### src/hw/rtl/urav_pkg.sv
package urav_pkg;

   // field widths
   localparam int TIMER_W = 20;
   localparam int CNT_W   = 4;
   localparam int TEMP_W  = 9;
   localparam int SPEED_W = 22;
   localparam int PROD_W  = 42;
   localparam int SUM_W   = 45;
   localparam int DIVR_W  = 25;
   localparam int DIST_W  = 21;
   localparam int OFF_W   = 15;
   localparam int CSR_IDX_W  = 3;
   localparam int CSR_DATA_W = 20;

   // one result bit per divider step
   localparam int DIV_STEPS = SUM_W;
   localparam int DIV_CNT_W = $clog2(DIV_STEPS);

   // speed of sound in 1e-4 m/s: base plus slope per tenth of a degree
   localparam logic [SPEED_W-1:0] SPEED_BASE  = 22'd3313000;
   localparam logic [SPEED_W-1:0] SPEED_SLOPE = 22'd606;
   // two-way path and unit scaling folded into one divisor per sample
   localparam logic [DIVR_W-1:0]  DIV_SCALE   = 25'd2000000;

   localparam logic signed [DIST_W-1:0] DIST_MAX = 21'sh0FFFFF;

   // register reset values
   localparam logic [TIMER_W-1:0] TIMEOUT_RST = 20'd300000;
   localparam logic [CNT_W-1:0]   SAMPLES_RST = 4'd5;
   localparam logic [15:0]        SETTLE_RST  = 16'd2000;
   localparam logic [9:0]         TRIGGER_RST = 10'd10;
   localparam logic [15:0]        GAP_RST     = 16'd10000;

   // register indexes
   localparam logic [CSR_IDX_W-1:0] CSR_TIMEOUT = 3'd0;
   localparam logic [CSR_IDX_W-1:0] CSR_SAMPLES = 3'd1;
   localparam logic [CSR_IDX_W-1:0] CSR_SETTLE  = 3'd2;
   localparam logic [CSR_IDX_W-1:0] CSR_TRIGGER = 3'd3;
   localparam logic [CSR_IDX_W-1:0] CSR_GAP     = 3'd4;
   localparam logic [CSR_IDX_W-1:0] CSR_OFFSET  = 3'd5;

   typedef enum logic [2:0] {
      PH_IDLE,
      PH_SETTLE,
      PH_TRIG,
      PH_WLOW,
      PH_WHIGH,
      PH_MEAS,
      PH_GAP
   } phase_type;

   typedef enum logic [2:0] {
      C_IN,
      C_STEP,
      C_ACC,
      C_DLOAD,
      C_DIV,
      C_OUT
   } ctl_state_type;

   typedef struct packed {
      logic load_in;
      logic step;
      logic acc;
      logic div_load;
      logic div_step;
      logic load_out;
   } dp_cmd_type;

   typedef struct packed {
      logic need_div;
   } dp_stat_type;

endpackage

### src/hw/rtl/urav_ctrl.sv
module urav_ctrl
   import urav_pkg::*;
(
   input  logic        clock,
   input  logic        reset,
   input  logic        req_valid,
   output logic        req_stall,
   input  logic        rsp_stall,
   output logic        rsp_valid,
   input  dp_stat_type stat,
   output dp_cmd_type  cmd
);

   ctl_state_type          state_ff, state_in;
   logic [DIV_CNT_W-1:0]   cnt_ff, cnt_in;
   logic                   rsp_valid_ff, rsp_valid_in;
   logic                   out_free;

   assign out_free  = !rsp_valid_ff || !rsp_stall;
   assign rsp_valid = rsp_valid_ff;

   always_comb begin
      state_in = state_ff;
      case (state_ff)
         C_IN: begin
            if (req_valid) state_in = C_STEP;
         end
         C_STEP:  state_in = C_ACC;
         C_ACC: begin
            state_in = stat.need_div ? C_DLOAD : C_OUT;
         end
         C_DLOAD: state_in = C_DIV;
         C_DIV: begin
            if (cnt_ff == DIV_CNT_W'(DIV_STEPS - 1)) state_in = C_OUT;
         end
         C_OUT: begin
            if (out_free) state_in = C_IN;
         end
         default: state_in = C_IN;
      endcase
   end

   always_comb begin
      cmd          = '0;
      req_stall    = 1'b1;
      cnt_in       = cnt_ff;
      rsp_valid_in = rsp_valid_ff && rsp_stall;
      case (state_ff)
         C_IN: begin
            req_stall   = 1'b0;
            cmd.load_in = req_valid;
         end
         C_STEP:  cmd.step = 1'b1;
         C_ACC:   cmd.acc = 1'b1;
         C_DLOAD: begin
            cmd.div_load = 1'b1;
            cnt_in       = '0;
         end
         C_DIV: begin
            cmd.div_step = 1'b1;
            cnt_in       = cnt_ff + DIV_CNT_W'(1);
         end
         C_OUT: begin
            if (out_free) begin
               cmd.load_out = 1'b1;
               rsp_valid_in = 1'b1;
            end
         end
         default: begin
            req_stall = 1'b1;
         end
      endcase
   end

   always_ff @(posedge clock) begin
      if (reset) begin
         state_ff     <= C_IN;
         cnt_ff       <= '0;
         rsp_valid_ff <= 1'b0;
      end else begin
         state_ff     <= state_in;
         cnt_ff       <= cnt_in;
         rsp_valid_ff <= rsp_valid_in;
      end
   end

endmodule

### src/hw/rtl/urav_dp.sv
module urav_dp
   import urav_pkg::*;
#(
   parameter int MAX_SAMPLES = 8
) (
   input  logic                         clock,
   input  logic                         reset,
   input  dp_cmd_type                   cmd,
   output dp_stat_type                  stat,
   input  logic                         csr_we,
   input  logic [CSR_IDX_W-1:0]         csr_index,
   input  logic [CSR_DATA_W-1:0]        csr_wdata,
   input  logic                         req_start_req,
   input  logic                         req_echo,
   input  logic [TEMP_W-1:0]            req_temperature_tenths_c,
   output logic                         rsp_trigger,
   output logic                         rsp_busy_res,
   output logic                         rsp_done_res,
   output logic                         rsp_failed,
   output logic signed [DIST_W-1:0]     rsp_distance_hundredths_cm,
   output logic [CNT_W-1:0]             rsp_valid_samples
);

   // registers
   logic [TIMER_W-1:0]       timeout_ff;
   logic [CNT_W-1:0]         samples_ff;
   logic [15:0]              settle_ff;
   logic [9:0]               trigger_ff;
   logic [15:0]              gap_ff;
   logic signed [OFF_W-1:0]  offset_ff;

   // latched input word
   logic                     start_ff, echo_ff;
   logic [TEMP_W-1:0]        temp_ff;

   // measurement state
   phase_type                phase_ff, phase_in;
   logic [TIMER_W-1:0]       timer_ff, timer_in;
   logic [CNT_W-1:0]         attempt_ff, attempt_in;
   logic [CNT_W-1:0]         good_ff, good_in;
   logic [SPEED_W-1:0]       speed_ff, speed_in;
   logic [SUM_W-1:0]         sum_ff;
   logic [PROD_W-1:0]        prod_ff;
   logic                     trig_ff, trig_in;
   logic                     busy_ff, busy_in;
   logic                     done_ff, done_in;
   logic                     smp_ff, smp_in;
   logic                     clr_in;

   // divider
   logic [DIVR_W-1:0]        divr_ff;
   logic [DIVR_W-1:0]        rem_ff;
   logic [SUM_W-1:0]         quo_ff;
   logic [DIVR_W:0]          shifted, diff;

   logic [TIMER_W-1:0]       timer_inc;
   logic [CNT_W-1:0]         attempt_nx;
   logic [CNT_W:0]           eff_count;
   logic                     end_att, go_settle;
   logic signed [DIST_W+1:0] dwide;
   logic signed [DIST_W-1:0] dist_c;

   always_ff @(posedge clock) begin
      if (reset) begin
         timeout_ff <= TIMEOUT_RST;
         samples_ff <= SAMPLES_RST;
         settle_ff  <= SETTLE_RST;
         trigger_ff <= TRIGGER_RST;
         gap_ff     <= GAP_RST;
         offset_ff  <= '0;
      end else if (csr_we) begin
         case (csr_index)
            CSR_TIMEOUT: timeout_ff <= csr_wdata;
            CSR_SAMPLES: samples_ff <= csr_wdata[CNT_W-1:0];
            CSR_SETTLE:  settle_ff  <= csr_wdata[15:0];
            CSR_TRIGGER: trigger_ff <= csr_wdata[9:0];
            CSR_GAP:     gap_ff     <= csr_wdata[15:0];
            CSR_OFFSET:  offset_ff  <= $signed(csr_wdata[OFF_W-1:0]);
            default: ;
         endcase
      end
   end

   always_ff @(posedge clock) begin
      if (cmd.load_in) begin
         start_ff <= req_start_req;
         echo_ff  <= req_echo;
         temp_ff  <= req_temperature_tenths_c;
      end
   end

   // zero acts as one, clipped at the build-time maximum
   always_comb begin
      eff_count = {1'b0, samples_ff};
      if (eff_count == '0) eff_count = (CNT_W+1)'(1);
      if (eff_count > (CNT_W+1)'(MAX_SAMPLES)) eff_count = (CNT_W+1)'(MAX_SAMPLES);
   end

   assign timer_inc  = timer_ff + TIMER_W'(1);
   assign attempt_nx = attempt_ff + CNT_W'(1);

   // next state for one tick
   always_comb begin
      phase_in   = phase_ff;
      timer_in   = timer_ff;
      attempt_in = attempt_ff;
      good_in    = good_ff;
      speed_in   = speed_ff;
      trig_in    = 1'b0;
      busy_in    = (phase_ff != PH_IDLE);
      done_in    = 1'b0;
      smp_in     = 1'b0;
      clr_in     = 1'b0;
      end_att    = 1'b0;
      go_settle  = 1'b0;
      case (phase_ff)
         PH_IDLE: begin
            if (start_ff) begin
               busy_in    = 1'b1;
               speed_in   = SPEED_BASE + SPEED_W'(temp_ff) * SPEED_SLOPE;
               attempt_in = '0;
               good_in    = '0;
               clr_in     = 1'b1;
               go_settle  = 1'b1;
            end
         end
         PH_SETTLE: begin
            if (timer_inc >= {4'b0, settle_ff}) begin
               phase_in = PH_TRIG;
               timer_in = '0;
            end else begin
               timer_in = timer_inc;
            end
         end
         PH_TRIG: begin
            trig_in = 1'b1;
            if (timer_inc >= {10'b0, trigger_ff}) begin
               phase_in = PH_WLOW;
               timer_in = '0;
            end else begin
               timer_in = timer_inc;
            end
         end
         PH_WLOW: begin
            if (!echo_ff) begin
               phase_in = PH_WHIGH;
               timer_in = '0;
            end else if (timer_ff >= timeout_ff) begin
               end_att = 1'b1;
            end else begin
               timer_in = timer_inc;
            end
         end
         PH_WHIGH: begin
            if (echo_ff) begin
               phase_in = PH_MEAS;
               timer_in = TIMER_W'(1);
            end else if (timer_ff >= timeout_ff) begin
               end_att = 1'b1;
            end else begin
               timer_in = timer_inc;
            end
         end
         PH_MEAS: begin
            if (!echo_ff) begin
               smp_in   = 1'b1;
               good_in  = good_ff + CNT_W'(1);
               timer_in = '0;
               if (gap_ff == '0) end_att = 1'b1;
               else phase_in = PH_GAP;
            end else if (timer_ff >= timeout_ff) begin
               end_att = 1'b1;
            end else begin
               timer_in = timer_inc;
            end
         end
         PH_GAP: begin
            timer_in = timer_inc;
            if (timer_inc >= {4'b0, gap_ff}) end_att = 1'b1;
         end
         default: begin
            phase_in = PH_IDLE;
            timer_in = '0;
         end
      endcase
      if (end_att) begin
         attempt_in = attempt_nx;
         if ({1'b0, attempt_nx} >= eff_count) begin
            phase_in = PH_IDLE;
            timer_in = '0;
            done_in  = 1'b1;
         end else begin
            go_settle = 1'b1;
         end
      end
      if (go_settle) begin
         timer_in = '0;
         phase_in = (settle_ff == '0) ? PH_TRIG : PH_SETTLE;
      end
   end

   always_ff @(posedge clock) begin
      if (reset) begin
         phase_ff   <= PH_IDLE;
         timer_ff   <= '0;
         attempt_ff <= '0;
         good_ff    <= '0;
         speed_ff   <= '0;
         trig_ff    <= 1'b0;
         busy_ff    <= 1'b0;
         done_ff    <= 1'b0;
         smp_ff     <= 1'b0;
      end else if (cmd.step) begin
         phase_ff   <= phase_in;
         timer_ff   <= timer_in;
         attempt_ff <= attempt_in;
         good_ff    <= good_in;
         speed_ff   <= speed_in;
         trig_ff    <= trig_in;
         busy_ff    <= busy_in;
         done_ff    <= done_in;
         smp_ff     <= smp_in;
      end
   end

   // echo width times speed, taken from the count before it is cleared
   always_ff @(posedge clock) begin
      if (cmd.step) prod_ff <= PROD_W'(speed_ff) * PROD_W'(timer_ff);
   end

   always_ff @(posedge clock) begin
      if (reset) begin
         sum_ff <= '0;
      end else if (cmd.step && clr_in) begin
         sum_ff <= '0;
      end else if (cmd.acc && smp_ff) begin
         sum_ff <= sum_ff + SUM_W'(prod_ff);
      end
   end

   assign stat.need_div = done_ff && (good_ff != '0);

   // restoring divider, one quotient bit a cycle
   assign shifted = {rem_ff, quo_ff[SUM_W-1]};
   assign diff    = shifted - {1'b0, divr_ff};

   always_ff @(posedge clock) begin
      if (cmd.div_load) begin
         divr_ff <= DIVR_W'(good_ff) * DIV_SCALE;
         rem_ff  <= '0;
         quo_ff  <= sum_ff;
      end else if (cmd.div_step) begin
         if (!diff[DIVR_W]) begin
            rem_ff <= diff[DIVR_W-1:0];
            quo_ff <= {quo_ff[SUM_W-2:0], 1'b1};
         end else begin
            rem_ff <= shifted[DIVR_W-1:0];
            quo_ff <= {quo_ff[SUM_W-2:0], 1'b0};
         end
      end
   end

   // offset never drives the result below the low limit, only the top needs clipping
   always_comb begin
      dwide = $signed({2'b00, quo_ff[DIST_W-1:0]})
            - $signed({{(DIST_W+2-OFF_W){offset_ff[OFF_W-1]}}, offset_ff});
      if (|quo_ff[SUM_W-1:DIST_W]) begin
         dist_c = DIST_MAX;
      end else if (dwide > $signed({2'b00, DIST_MAX})) begin
         dist_c = DIST_MAX;
      end else begin
         dist_c = dwide[DIST_W-1:0];
      end
   end

   always_ff @(posedge clock) begin
      if (cmd.load_out) begin
         rsp_trigger                <= trig_ff;
         rsp_busy_res               <= busy_ff;
         rsp_done_res               <= done_ff;
         rsp_failed                 <= done_ff && (good_ff == '0);
         rsp_distance_hundredths_cm <= stat.need_div ? dist_c : '0;
         rsp_valid_samples          <= good_ff;
      end
   end

endmodule

### src/hw/rtl/ultrasonic_range_averager.sv
// Ultrasonic range averager.
// Each req_ word is one microsecond tick of the sensor: start request, sampled
// echo level and temperature. Each tick gives exactly one rsp_ word: trigger
// pin level, busy, done, failed, averaged distance and count of good samples.
// A word is taken when valid is high and stall is low, on either channel.
// csr_ writes set the six timing and calibration registers; csr_ready is
// always high. Write them only while no measurement is running.
// A tick is accepted, stepped, accumulated and output, and no new tick is
// taken until the previous one is output. The tick that ends a measurement
// with at least one good sample also loads and runs a restoring divider,
// producing one quotient bit per cycle over the 45 bit sum, before output.
// The rsp_ side has an output register: while the receiver stalls, the next
// tick is taken and worked on, then held until the register frees.
// Reset (synchronous) returns the block to idle with registers at defaults
// and no response pending.
module ultrasonic_range_averager
   import urav_pkg::*;
#(
   parameter int MAX_SAMPLES = 8
) (
   input  logic                      clock,
   input  logic                      reset,
   input  logic                      req_valid,
   output logic                      req_stall,
   input  logic                      req_start_req,
   input  logic                      req_echo,
   input  logic [TEMP_W-1:0]         req_temperature_tenths_c,
   output logic                      rsp_valid,
   input  logic                      rsp_stall,
   output logic                      rsp_trigger,
   output logic                      rsp_busy_res,
   output logic                      rsp_done_res,
   output logic                      rsp_failed,
   output logic signed [DIST_W-1:0]  rsp_distance_hundredths_cm,
   output logic [CNT_W-1:0]          rsp_valid_samples,
   input  logic                      csr_valid,
   output logic                      csr_ready,
   input  logic [CSR_IDX_W-1:0]      csr_index,
   input  logic [CSR_DATA_W-1:0]     csr_wdata
);

   dp_cmd_type  cmd;
   dp_stat_type stat;

   assign csr_ready = 1'b1;

   urav_ctrl u_ctrl (
      .clock     (clock),
      .reset     (reset),
      .req_valid (req_valid),
      .req_stall (req_stall),
      .rsp_stall (rsp_stall),
      .rsp_valid (rsp_valid),
      .stat      (stat),
      .cmd       (cmd)
   );

   urav_dp #(
      .MAX_SAMPLES (MAX_SAMPLES)
   ) u_dp (
      .clock                      (clock),
      .reset                      (reset),
      .cmd                        (cmd),
      .stat                       (stat),
      .csr_we                     (csr_valid && csr_ready),
      .csr_index                  (csr_index),
      .csr_wdata                  (csr_wdata),
      .req_start_req              (req_start_req),
      .req_echo                   (req_echo),
      .req_temperature_tenths_c   (req_temperature_tenths_c),
      .rsp_trigger                (rsp_trigger),
      .rsp_busy_res               (rsp_busy_res),
      .rsp_done_res               (rsp_done_res),
      .rsp_failed                 (rsp_failed),
      .rsp_distance_hundredths_cm (rsp_distance_hundredths_cm),
      .rsp_valid_samples          (rsp_valid_samples)
   );

   // no new word while the divider runs
   a_div_blocks_input: assert property (@(posedge clock) disable iff (reset)
      cmd.div_step |-> req_stall)
      else $error("input taken during division");

   // a failed measurement carries no distance and no good samples
   a_fail_clean: assert property (@(posedge clock) disable iff (reset)
      rsp_valid && rsp_failed |->
         rsp_done_res && rsp_distance_hundredths_cm == '0 && rsp_valid_samples == '0)
      else $error("failed result with distance or samples");

   // distance only reported on a done word
   a_dist_only_done: assert property (@(posedge clock) disable iff (reset)
      rsp_valid && !rsp_done_res |-> rsp_distance_hundredths_cm == '0 && !rsp_failed)
      else $error("distance outside done word");

   a_reset_empty: assert property (@(posedge clock)
      reset |=> !rsp_valid)
      else $error("response pending after reset");

endmodule

### config.mk
export PLATFORM = sky130hd
export DESIGN_NAME = ultrasonic_range_averager
export DESIGN_NICKNAME = d
export VERILOG_FILES = /design/src/hw/rtl/urav_pkg.sv /design/src/hw/rtl/urav_ctrl.sv /design/src/hw/rtl/urav_dp.sv /design/src/hw/rtl/ultrasonic_range_averager.sv
export SDC_FILE = /design/constraint.sdc
export NUM_CORES = 2
export LEC_CHECK = 0
export ABC_AREA = 1
export BUFFER_PORTS_ARGS = -buffer_cell sky130_fd_sc_hd__buf_2
export CAP_MARGIN = 10
export CORE_UTILIZATION = 43
export DETAILED_ROUTE_END_ITERATION = 7
export PLACE_DENSITY = 0.66
export SETUP_SLACK_MARGIN = 0.3
export SYNTH_ARGS = -nofsm -noshare
export SYNTH_HDL_FRONTEND = slang
export SYNTH_SLANG_ARGS = --single-unit
export TNS_END_PERCENT = 100
### constraint.sdc
create_clock -name clock -period 6.7 [get_ports clock]
set_clock_uncertainty 0.05 [all_clocks]
set_input_delay 1.34 -clock clock [delete_from_list [all_inputs] [get_ports clock]]
set_output_delay 1.34 -clock clock [all_outputs]
set_load 0.05 [all_outputs]
Word level (Yosys, flattened, before mapping)
Index checks and enable logic that the tools add are counted.
{ "totals": {"out_inout_bits": 32, "register_bits": 363, "input_bits": 39, "word_cells": 178} }
{ "classes": {"eq_ne": 22, "order_cmp": 7, "n_reduce_logical": 37, "mul": 3, "bitwise_logic": 1, "n_addsub": 8, "muxes": 67} }
{ "ops": {"columns": ["op", "count"], "rows": [
  ["20-bit two-way mux", 10],
  ["20-bit case mux with 6 select lines", 1],
  ["45-bit two-way mux", 2],
  ["45-bit by 42-bit adder with 45-bit output", 1],
  ["22-bit by 20-bit multiplier with 42-bit output", 1],
  ["20-bit by 16-bit greater-or-equal comparator with 1-bit output", 2],
  ["3-bit two-way mux", 13],
  ["3-bit case mux with 6 select lines", 2],
  ["16-bit zero test", 2],
  ["1-bit two-way mux", 28],
  ["26-bit OR reduction", 1],
  ["26-bit by 25-bit subtractor with 26-bit output", 1],
  ["25-bit two-way mux", 1],
  ["4-bit two-way mux", 6],
  ["24-bit OR reduction", 1],
  ["23-bit by 21-bit greater-than comparator with 1-bit output, second input constant", 1],
  ["22-bit by 15-bit subtractor with 23-bit output", 1],
  ["21-bit by 20-bit adder with 22-bit output, first input constant", 1],
  ["3-bit == test, second input constant", 7],
  ["20-bit by 1-bit adder with 20-bit output, second input constant", 1],
  ["20-bit by 10-bit greater-or-equal comparator with 1-bit output", 1],
  ["20-bit greater-or-equal comparator", 1],
  ["3-bit by 2-bit == test with 1-bit output, second input constant", 6],
  ["4-bit by 14-bit multiplier with 18-bit output, second input constant", 1],
  ["26 further kinds", 53]
]} }

Logic depth before layout (Yosys ltp)
{ "logic_depth": {"ltp_word": 8, "depth_mapped": 31, "ltp_nobuf": 29} }

Modules after synthesis
Synthesis repeated with hierarchy kept, for this count alone.
{ "unflattened": {"hier_cells": 4909, "area_unflattened_um2": 37588.6} }
{ "modules_own_cells": {"columns": ["module", "area_each_um2", "seq_area_each_um2", "cells_per_inst", "n_inst"], "rows": [
  ["urav_dp", 37004.2, 8368.0, 4822, 1],
  ["urav_ctrl", 573.0, 200.2, 85, 1],
  ["ultrasonic_range_averager", 11.3, 0.0, 2, 1]
]} }

Worst setup path before layout
Ideal clock, no wire load.
{ "synth_timing": {"kind": "reg2reg", "startpoint": "register u_dp.timer_ff[2]", "endpoint": "register u_dp.prod_ff[29], data pin", "required_time_ps": 6385, "arrival_time_ps": 6096, "stages_incl_launch_ff": 26, "setup_time_ps": 265, "setup_slack_ps": 289, "synth_period_minus_slack_ps": 6411, "path_buffers": 2, "path_cell_list": "dfxtp_1 > buf_4 > clkbuf_1 > nand2_1 > inv_1 > fa_1 > fa_1 > inv_1 > fa_1 > inv_1 > fa_1 > fa_1 > fa_1 > inv_1 > fa_1 > inv_1 > ha_1 > a21oi_1 > nor2_1 > nor2_1 > o21ai_0 > a31oi_1 > o21ai_0 > a21boi_0 > o21ai_0 > xor2_1"} }
{ "synth_between": {"elab_chain_len": 1} }
{ "synth_rtl": {"columns": ["element", "line", "text"], "rows": [
  ["from (decl)", "urav_dp.sv:38", "logic [TIMER_W-1:0] timer_ff, timer_in;"],
  ["from (signal assigned)", "urav_dp.sv:215", "timer_ff <= timer_in;"],
  ["22-bit by 20-bit multiplier with 42-bit output", "urav_dp.sv:228", "if (cmd.step) prod_ff <= PROD_W'(speed_ff) * PROD_W'(timer_ff);"],
  ["to (signal assigned)", "urav_dp.sv:228", null],
  ["to (decl)", "urav_dp.sv:43", "logic [PROD_W-1:0] prod_ff;"]
]} }
No other way between the ends.
A chain may end at the register's enable or synchronous reset.

Worst setup path in the final report
{ "layout_timing": {"startpoint": "register u_dp.speed_ff[11]", "endpoint": "register u_dp.prod_ff[36], data pin"} }
{ "layout_between": {"elab_chain_len": 1} }
{ "layout_rtl": {"columns": ["element", "line", "text"], "rows": [
  ["from (decl)", "urav_dp.sv:41", "logic [SPEED_W-1:0] speed_ff, speed_in;"],
  ["from (signal assigned)", "urav_dp.sv:218", "speed_ff <= speed_in;"],
  ["22-bit by 20-bit multiplier with 42-bit output", "urav_dp.sv:228", null]
]} }
No other way between the ends.

==> metrics.yaml <==
drcViolationCount: 0
p_leak_nw: 22.2
ff2ff_path_depth: 26
fin_crit_sh_pct: 93.0
dp.cells: 6055
cts_tree: "built"
synthTopCellsByCount: "inv_1 (1122), nand2_1 (1120), fa_1 (370), ha_1 (370), a21oi_1 (296)"
area_growth_pct: 11.9
syn_inst: 4898
core_mm2: 0.0857
grt_pass1_wl_mm: 164
synth_flop_cell: "dfxtp_1"
status: "finished clean"
synth_area_leader_cell: "fa_1"
top_layer: "met4"
power.density_mw_per_mm2: 290
dpl.hpwl_mm: 81.6
hp-class: "reg -> reg"
h-tree-depth: 2
wl_met2_mm: 48.4
ant_nets: 0
synth_top_area_share_pct: 19.8
async_reset_ff_share_pct: 0
first_pass_iters: 5
die_area_mm2: 0.0883
path_clk_slew_ns: 0.07
viasPerCell: 5.11
grt_max_degree: 90
ys_seq_area_share_pct: 22.9
cts_root_buf: "clkbuf_16"
max-vdd-ir-drop_mv: 0.527
wire_per_inst_um: 16.6
clkLatencyLatePin_ns: 0.58
syn_area_mm2: 0.0374
drive_above_1_share_pct: 8.72
die_w_um: 297
row_count: 107
cts_buffer_depth: 3
hold_violations: 0
synth_nets: 5677
end_kind: "flip-flop"
fillerInstances: 8388
io_pins: 71
post-route-min-period_ns: 6.23
synthTopCellsByArea: "fa_1 (20%), ha_1 (12%), dfxtp_1 (11%)"
fmax_mhz: 160
numCtsBuffers: 42
antenna_cells: 0
hold_ws_ns: 0.380
wirelength_mm: 102
tns_ns: 0
nets: 5768
wl_met1_mm: 45.4
slew_violations: 0
first_global_vias: 30700
worstSetupStartpointType: "flip-flop"
initial_core_util_pct: 43.7
synth_cell_type_count: 54
grt_use_total_pct: 23.0
pre_cts_ws_ns: -0.0541
worst_ep_required_time_ns: 6.97
setup_slack_ns: 0.468
yosysMostFrequentCell: "inv_1"
relSlewSlack_pct: 22.6
synth_seq_cells: 357
worst_pin_slew_ns: 1.16
syn-mean-instance-area_um2: 7.65
yosys_warnings: 0
synth-edff-count: 142
critPathKind: "reg -> reg"
via_count: 31500
instances_no_fill: 6166
routabilityCongestion: 0.974
clock-sinks: 357
holdPathStages: 0
drt_iter0_drc: 2372
grt_setup_unrepaired: "yes"
io_buffers: 69
die_h_um: 297
setup_viol: 0
cp_max_fo: 8
arrival_ns: 6.51
grt_overflow_total: 0
wl_met3_mm: 5.03
cap_violations: 0
antenna_found_initial: 2
-- layer usage --
layer	vias up	GRT usage (%)
li1	15400	-
met1	15100	31.1
met2	813	38.8
met3	167	1.90
met4	0	7.41
met5	-	0
-- path summary, 6_finish.rpt --
check / start / to / slack (ns)
worst max-delay path: u_dp.speed_ff[11] / u_dp.prod_ff[36] / 0.47
worst min-delay path: u_dp.trig_ff / u_dp.rsp_trigger / 0.38
worst max register to register: u_dp.speed_ff[11] / u_dp.prod_ff[36] / 0.47
worst min register to register: u_dp.trig_ff / u_dp.rsp_trigger / 0.38
-- where the power goes --
part | switching, mW | internal (mW) | total (mW)
Combinational | 4.43 | 2.17 | 6.61
Clock | 0.995 | 1.48 | 2.48
Sequential | 0.332 | 2.75 | 3.08
-- cells by family after synthesis --
group | synth area share, %
xor+xnor | 3.13
buf+inv | 13.2
flops | 22.9
simple gates | 17.3
fa+ha+maj | 32.1
compound gates | 11.3
other cells | 0.0100
-- stage by stage --
step / total power [mW] / utilization [%] / area (um^2)
floorplan: 7.77 / - / 37400
global placement: 9.56 / 46.1 / 39500
detailed placement: 9.63 / 46.1 / 39500
CTS: 12.2 / 47.9 / 41000
global route: 13.2 / 48.9 / 41900
finish: 12.2 / 48.9 / 41900
-- worst max-delay path: stages, from the launching register on --
cell     delay [ns]
dfxtp_4        0.37
buf_12         0.14
buf_4          0.13
nand2_1        0.06
inv_1          0.05
fa_2           0.36
fa_1           0.55
inv_1          0.06
fa_1           0.53
inv_1          0.08
fa_1           0.53
fa_1           0.43
fa_1           0.53
inv_1          0.07
fa_1           0.53
inv_1          0.06
ha_4           0.27
nand2_2        0.09
nor3_4         0.19
inv_2          0.06
nor4_4         0.27
a21oi_2        0.11
inv_1          0.08
nand2_1        0.06
nand2_2        0.10
a21oi_2        0.06
xnor2_1        0.15
-- flip-flops by register name (all words and copies together), names as in the netlist, 4 cells and up --
name and count:
u_dp.trigger_ff 10, u_dp.divr_ff 16, u_dp.quo_ff 45, u_dp.sum_ff 44
u_ctrl.cnt_ff 6, u_dp.speed_ff 20, u_dp.rem_ff 25, u_dp.rsp_distance_hundredths_cm 21
u_dp.good_ff 4, u_dp.prod_ff 41, u_dp.rsp_valid_samples 4, u_dp.samples_ff 4
u_dp.settle_ff 16, u_dp.gap_ff 16, u_dp.timeout_ff 20, u_dp.temp_ff 9
u_dp.timer_ff 20, u_dp.offset_ff 15, u_dp.attempt_ff 4
-- cells in the final DEF, fill, tap and decap left out, drive strengths merged, types with 5 or more instances in the layout --
| cell type | count |
|---|---|
| inv | 1131 |
| nand2 | 1122 |
| fa | 370 |
| ha | 370 |
| a21oi | 297 |
| o21ai | 269 |
| nor2 | 262 |
| buf | 220 |
| dfxtp | 215 |
| edfxtp | 142 |
| nand3 | 125 |
| xor2 | 86 |
| o211ai | 56 |
| clkbuf | 52 |
| xnor2 | 47 |
| nand4 | 37 |
| a31oi | 35 |
| nor3 | 23 |
| a21o | 21 |
| nor4 | 21 |
| o21bai | 13 |
| clkinv | 11 |
| a211oi | 10 |
| o22ai | 10 |
| or2 | 10 |
| o21a | 8 |
| a32o | 8 |
| and3 | 7 |
| bufinv | 7 |
| o31ai | 5 |
| a21boi | 5 |
-- layout make-up --
class | instances | area [um^2] | share of cell area [%]
Inverter | 1127 | 4230 | 10.1
Clock buffer | 51 | 1130 | 2.69
Sequential cell | 357 | 8660 | 20.7
Clock inverter | 26 | 343 | 0.818
Timing Repair Buffer | 221 | 1730 | 4.12
Multi-Input combinational cell | 3240 | 24400 | 58.2
Tap cell | 1144 | 1430 | 3.41
-- repair_timing --
item	4_1_cts	5_1_grt
endpoints found under the hold margin	0	0
hold buffers	0	0
endpoints found under the setup margin	15	23
pin swaps	0	72
setup buffers	0	33
resized for setup	39	157
No activity file was read; power rests on OpenSTA's default activity.
